### config.mk
export PLATFORM = sky130hd
export DESIGN_NAME = fogf_div
export DESIGN_NICKNAME = d
export VERILOG_FILES = /design/src/design/fogf_pkg.sv /design/src/design/fogf_div.sv
export SDC_FILE = /design/constraint.sdc
export NUM_CORES = 1
export LEC_CHECK = 0
export ABC_AREA = 1
export BUFFER_PORTS_ARGS = -buffer_cell sky130_fd_sc_hd__clkbuf_2
export CAP_MARGIN = 10
export CORE_MARGIN = 2
export CORE_UTILIZATION = 50
export DETAILED_ROUTE_END_ITERATION = 6
export HOLD_SLACK_MARGIN = 0.1
export MAX_ROUTING_LAYER = met4
export PLACE_DENSITY = 0.72
export RECOVER_POWER = 25
export SLEW_MARGIN = 15
export SYNTH_ARGS = -nofsm -noshare
export SYNTH_HDL_FRONTEND = slang
export SYNTH_SLANG_ARGS = --single-unit
### constraint.sdc
create_clock -name clk -period 5.6 [get_ports clk]
set_clock_uncertainty 0.1 [all_clocks]
set_input_delay 0 -clock clk [delete_from_list [all_inputs] [get_ports clk]]
set_output_delay 0 -clock clk [all_outputs]
set_load 0.005 [all_outputs]
### src/design/fogf_pkg.sv
package fogf_pkg;

  // Storage geometry
  localparam int FINE_COLS_MAX   = 128;
  localparam int FINE_ROWS_MAX   = 128;
  localparam int COARSE_COLS_MAX = 16;
  localparam int COARSE_ROWS_MAX = 16;

  localparam int FC_W = (FINE_COLS_MAX > 1) ? $clog2(FINE_COLS_MAX) : 1;
  localparam int FR_W = (FINE_ROWS_MAX > 1) ? $clog2(FINE_ROWS_MAX) : 1;
  localparam int CC_W = (COARSE_COLS_MAX > 1) ? $clog2(COARSE_COLS_MAX) : 1;
  localparam int CR_W = (COARSE_ROWS_MAX > 1) ? $clog2(COARSE_ROWS_MAX) : 1;

  // Screening constants
  localparam int EDGE_PX    = 10;
  localparam int MASK_LIMIT = 127;
  localparam int COUNT_MAX  = 255;
  localparam int KEPT_MAX   = 4095;
  localparam int NEED_CAP   = 20;

  // Shared divider geometry: 16-bit coordinate times 5-bit grid count
  localparam int DIVD_W = 21;
  localparam int DIVS_W = 16;
  localparam int DCNT_W = $clog2(DIVD_W + 1);

  // Request codes
  localparam logic [1:0] REQ_FRAME = 2'd0;
  localparam logic [1:0] REQ_TRACK = 2'd1;
  localparam logic [1:0] REQ_NEW   = 2'd2;

  // Reason codes
  localparam logic [2:0] RSN_OK     = 3'd0;
  localparam logic [2:0] RSN_BORDER = 3'd1;
  localparam logic [2:0] RSN_FINE   = 3'd2;
  localparam logic [2:0] RSN_COARSE = 3'd3;
  localparam logic [2:0] RSN_CLOSE  = 3'd4;
  localparam logic [2:0] RSN_MASKED = 3'd5;

  // Configuration register indexes
  localparam logic [2:0] CFG_IMG_W   = 3'd0;
  localparam logic [2:0] CFG_IMG_H   = 3'd1;
  localparam logic [2:0] CFG_MIN_D   = 3'd2;
  localparam logic [2:0] CFG_GRID_C  = 3'd3;
  localparam logic [2:0] CFG_GRID_R  = 3'd4;
  localparam logic [2:0] CFG_TARGET  = 3'd5;

  typedef struct packed {
    logic              start;
    logic [DIVD_W-1:0] dividend;
    logic [DIVS_W-1:0] divisor;
  } div_req_t;

  typedef struct packed {
    logic              done;
    logic [DIVD_W-1:0] quotient;
  } div_rsp_t;

endpackage

### src/design/fogf_div.sv
module fogf_div
  import fogf_pkg::*;
(
  input  logic     clk,
  input  logic     rst_n,
  input  div_req_t req,
  output div_rsp_t rsp
);

  logic              busy_r;
  logic              done_r;
  logic [DCNT_W-1:0] cnt_r;
  logic [DIVD_W-1:0] quo_r;
  logic [DIVS_W-1:0] rem_r;
  logic [DIVS_W-1:0] dvs_r;
  logic [DIVS_W:0]   trial;
  logic [DIVS_W:0]   diff;
  logic              ge;

  // One restoring step: bring down the next dividend bit
  assign trial = {rem_r, quo_r[DIVD_W-1]};
  assign ge    = trial >= {1'b0, dvs_r};
  assign diff  = trial - {1'b0, dvs_r};

  always_ff @(posedge clk) begin
    if (!rst_n) begin
      busy_r <= 1'b0;
      done_r <= 1'b0;
    end else begin
      done_r <= 1'b0;
      if (req.start) begin
        busy_r <= 1'b1;
        cnt_r  <= DCNT_W'(DIVD_W);
        quo_r  <= req.dividend;
        dvs_r  <= req.divisor;
        rem_r  <= '0;
      end else if (busy_r) begin
        quo_r <= {quo_r[DIVD_W-2:0], ge};
        rem_r <= ge ? diff[DIVS_W-1:0] : trial[DIVS_W-1:0];
        cnt_r <= cnt_r - 1'b1;
        if (cnt_r == DCNT_W'(1)) begin
          busy_r <= 1'b0;
          done_r <= 1'b1;
        end
      end
    end
  end

  assign rsp.done     = done_r;
  assign rsp.quotient = quo_r;

endmodule

Word level (Yosys, flattened, before mapping)

Index checks and enable logic that the tools add are counted.

Flip-flop bits (word level): 60
Output and inout bits: 22
Logic and storage cells: 25

Add/sub/neg operators: 2
Magnitude comparators: 1
Equal/unequal tests: 1
Mux-type cells: 9
Bitwise gates (word level): 2
Reduce and logical (&&, ||, !) cells: 4

Operator list:

| operator                                                              | count |
|---|---|
| 21-bit two-way mux                                                    | 2 |
| 16-bit two-way mux                                                    | 2 |
| 17-bit by 16-bit greater-or-equal comparator with 1-bit output        | 1 |
| 16-bit subtractor                                                     | 1 |
| 5-bit by 1-bit equality test with 1-bit output, second input constant | 1 |
| 5-bit two-way mux                                                     | 1 |
| 5-bit by 1-bit subtractor with 5-bit output, second input constant    | 1 |
| 1-bit two-way mux                                                     | 4 |
| 2-bit AND reduction                                                   | 2 |
| 3-bit OR reduction                                                    | 1 |
| 1-bit NOT                                                             | 2 |
| 2-bit nonzero test                                                    | 1 |

Longest topological paths before layout

Word-level depth: 4
Mapped depth: 14
Gate-level depth less buffers: 14

Least setup slack after synthesis

Ideal clock, no wire load.

Path type: input to register
Start: input port req[37] in the netlist's numbering
End: register busy_r
Setup time: 0.069 ns
Arrival time: 2.905 ns
Data required time: 5.431 ns
Slack: 2.526 ns
Stages: 6
Path buffers: 2
Path through: buf_2 > inv_1 > clkbuf_1 > a21oi_1 > o21ai_0 > inv_1

Longest elaborated chain between the ends: 1

Ends and longest elaborated chain:

| what                 | line           | text |
|---|---|---|
| start, declared      | fogf_div.sv:6  | `input div_req_t req,` |
| 1-bit two-way mux    | fogf_div.sv:31 | `if (req.start) begin` |
| end signal, assigned | fogf_div.sv:27 | `busy_r <= 1'b0;` |
| end signal, assigned | fogf_div.sv:32 | `busy_r <= 1'b1;` |
| end signal, assigned | fogf_div.sv:42 | `busy_r <= 1'b0;` |
| end, declared        | fogf_div.sv:10 | `logic busy_r;` |

Every way passes these cells.
A chain may end at the register's enable or synchronous reset.

Worst setup path in the final report

Start: register rem_r[11]
End: register rem_r[14] (data pin)

Longest elaborated chain between the ends: 3
Elaborated cells on any way between the ends: 4
Classes of those cells: 1 x add/sub; 1 x order compare; 2 x mux

Ends and longest elaborated chain:

| what                                                                                                | line                           | text |
|---|---|---|
| start, declared                                                                                     | fogf_div.sv:14                 | `logic [DIVS_W-1:0] rem_r;` |
| start signal, assigned                                                                              | fogf_div.sv:39                 | `rem_r <= ge ? diff[DIVS_W-1:0] : trial[DIVS_W-1:0];` |
| 16-bit subtractor or 17-bit by 16-bit greater-or-equal comparator with 1-bit output (tied branches) | fogf_div.sv:23, fogf_div.sv:22 |  |
| 16-bit two-way mux *                                                                                | fogf_div.sv:39                 |  |
| 16-bit two-way mux *                                                                                | fogf_div.sv:37                 | `end else if (busy_r) begin` |

Every way passes the cells marked *; elsewhere a longest branch is shown, timed or not. The select of a mux whose other input is x is not followed.

==> impl_metrics.env <==
export IMPL_status="completed"
export IMPL_cp_max_fo=13
export IMPL_period_minus_slack_ns=2.578
export IMPL_pwr_share_comb_pct=24.5
export IMPL_dp_slack_ns=3.105
export IMPL_swShare_pct=30.62
export IMPL_crit_type="reg -> reg"
export IMPL_rsz0062_at_grt="no"
export IMPL_final_nets=621
export IMPL_vias=3203
export IMPL_clock_latency_ns=0.35
export IMPL_coreArea_mm2=0.007214
export IMPL_grt_pass1_vias=3190
export IMPL_area_delta_synth_final_pct=25.82
export IMPL_final_common_cell="nand2_1"
export IMPL_worstHoldStart="req[37]"
export IMPL_wl_met1_mm=3.978
export IMPL_fillCellCount=612
export IMPL_track_usage_pct=23.95
export IMPL_fin_setup_tns_ns=0
export IMPL_ant_nets=0
export IMPL_crit_path_start_kind="flip-flop"
export IMPL_dieArea_mm2=0.008109
export IMPL_wirelength_mm=8.857
export IMPL_drc=0
export IMPL_rrSetupSlack_ns=3.02
export IMPL_syn_inst=462
export IMPL_end_kind="flip-flop"
export IMPL_r2r_start="rem_r[11]"
export IMPL_grt_pass1_wl_mm=14.97
export IMPL_wire_per_inst_um=13.30
export IMPL_gp_routability_congestion=0.9474
export IMPL_synth_seq_cells=60
export IMPL_cap_violations=0
export IMPL_yosysUniqueCellTypes=31
export IMPL_hpwl_mm=6.103
export IMPL_syn_num_nets=521
export IMPL_holdWs_ns=0.1593
export IMPL_post_cts_buffers=0
export IMPL_wl_met3_um=484
export IMPL_switching_power_w=0.0004025
export IMPL_rows=31
export IMPL_cts_buffer_depth=2
export IMPL_cts_sinks=60
export IMPL_worst_slew_pin_slew_ns=0.7412
export IMPL_synth_cell_area_mm2=0.003702
export IMPL_power_density_mw_per_mm2=282.2
export IMPL_ys_warn_count=0
export IMPL_vias_per_cell=4.809
export IMPL_dr_pass1_iters=5
export IMPL_ir_worst_vdd_mv=0.1348
export IMPL_fmax_mhz=387.9
export IMPL_setup_slack_ns=3.022
export IMPL_min_to="done_r"
export IMPL_setup_violations=0
export IMPL_cts_buffers=9
export IMPL_min_period_over_period_pct=46.04
export IMPL_slew_headroom_pct=50.53
export IMPL_routed_top_layer="met4"
export IMPL_final_cell_mix="nand2_1, inv_1, edfxtp_1"
export IMPL_drive_above_1_share_pct=15.87
export IMPL_internal_power_w=0.0009120
export IMPL_antenna_found_initial=0
export IMPL_grt_overflow_total=0
export IMPL_arrival_ns=2.68
export IMPL_pwr_share_seq_pct=42.2
export IMPL_ys_seq_area_share_pct=48.12
export IMPL_die_h_um=90.05
export IMPL_io_pins=62
export IMPL_clockRootBuffer="clkbuf_8"
export IMPL_cts_clk_slew_worst_paths_ns=0.08
export IMPL_drt_iter0_markers=209
export IMPL_r2r_cells=12
export IMPL_hold_path_depth=2
export IMPL_finalHoldViolations=0
export IMPL_slew_viol_final=0
export IMPL_antenna_cells=0
export IMPL_p_total_w=0.001315
export IMPL_pwr_share_clk_pct=33.3
export IMPL_wl_met2_mm=4.193
export IMPL_r2r_end="rem_r[14]"
export IMPL_die_w_um=90.05
export IMPL_hold_path_class="in -> reg"
export IMPL_required_ns=5.70
export IMPL_start_util_pct=51.32
export IMPL_numPortBuffers=61
export IMPL_cts_tree="built"
export IMPL_grt_max_degree=39
export IMPL_htreeDepth=3
export IMPL_power_leakage_nw=2.340
export IMPL_avgSynthCellArea_um2=8.014
[critical path, stage by stage (launching register included)]
cell      delay [ns]
edfxtp_1        0.40
ha_1            0.37
nand2_1         0.14
inv_1           0.06
nand2_1         0.07
nand2_1         0.07
nand2_1         0.06
nand2_1         0.06
nor2_2          0.42
nand2_4         0.19
inv_2           0.27
nor2_1          0.09
nor2_1          0.10
[worst max-delay path by stage]
stage,startpoint,endpoint,slack [ns],depth (start not counted)
6_report,rem_r[11],rem_r[14],3.02,12
5_1_grt,rem_r[11],rem_r[15],2.75,12
4_1_cts,rem_r[10],rem_r[14],3.03,12
3_5_place_dp,rem_r[13],quo_r[0],3.10,9
3_3_place_gp,rem_r[13],quo_r[0],3.15,9
2_1_floorplan,req[37],busy_r,2.53,6
[state kept, by name (all words and copies together), names as in the netlist]
register and flops:
busy_r 1, cnt_r 5, done_r 1, dvs_r 16, quo_r 21, rem_r 16
[stage by stage]
step	cell area (um2)	std cells	util [%]
6_report	4658	666	64.57
5_1_grt	4658	666	64.57
4_1_cts	4672	666	64.76
3_5_place_dp	4076	612	56.50
3_3_place_gp	4076	612	56.50
2_1_floorplan	3702	462	-
[synth_stat cells]
cell type,n,area (um2)
buf_2,2,10.01
nor4_1,1,6.260
fa_1,1,20.02
edfxtp_1,58,1742
nand3b_1,8,60.06
o21ai_0,2,10.01
and2_1,2,12.51
dfxtp_1,2,40.04
clkbuf_1,4,15.01
nor3_2,1,10.01
inv_1,75,281.5
buf_6,4,45.04
a21oi_1,8,40.04
nand2_1,177,664.4
buf_4,1,7.510
ha_1,18,225.2
nand3_2,2,20.02
xnor2_1,2,17.52
nor2_1,42,157.7
nand2_2,5,31.28
xor2_1,6,52.55
nor2_2,8,50.05
nand3_1,17,85.08
buf_1,1,3.750
nor2_4,1,11.26
nand2_4,1,11.26
nand4_1,5,31.28
inv_2,3,11.26
o21ai_2,1,8.760
or2_1,1,6.260
nor3_1,3,15.01
[routing by layer]
metal  vias up  GRT usage (%)
met3        21          3.101
met4         0          10.51
li1       1635              -
met2       119          39.72
met5         -              -
met1      1428          29.52
[kinds of logic (layout without fill, tap and decap cells)]
group	count (synthesis)	after routing	share of synthesized area, %
AOI/OAI and AO/OA	11	11	1.588
xor gates and xnor gates	8	8	1.893
adders and majority gates	19	19	6.624
buffers and inverters	90	195	10.10
DFF	60	60	48.12
and+or+nand+nor	274	274	31.67
[cell type report]
cell class,count,area [um2],area share [%]
clock buffers,10,127.6,2.740
clock inverters,6,87.58,1.880
inverters,78,292.8,6.285
multi-input cells,312,1558,33.44
flip-flops and latches,60,1782,38.25
well taps,99,123.9,2.659
repair buffers,101,686.9,14.75
[power groups by stage]
stage | registers [W] | logic [W] | clock network, W
2_1_floorplan | 0.000561 | 0.000223 | 0
3_3_place_gp | 0.000563 | 0.000294 | 0
3_5_place_dp | 0.000563 | 0.000298 | 0
4_1_cts | 0.000554 | 0.000321 | 0.000443
5_1_grt | 0.000558 | 0.000366 | 0.000463
6_report | 0.000554 | 0.000322 | 0.000438
[what timing repair did]
action | 4_1_cts | 5_1_grt
hold buffers | 38 | 0
resized for setup | 0 | 0
setup endpoints to repair | 0 | 0
hold endpoints to repair | 45 | 0
(Power assumes the default switching activity.)
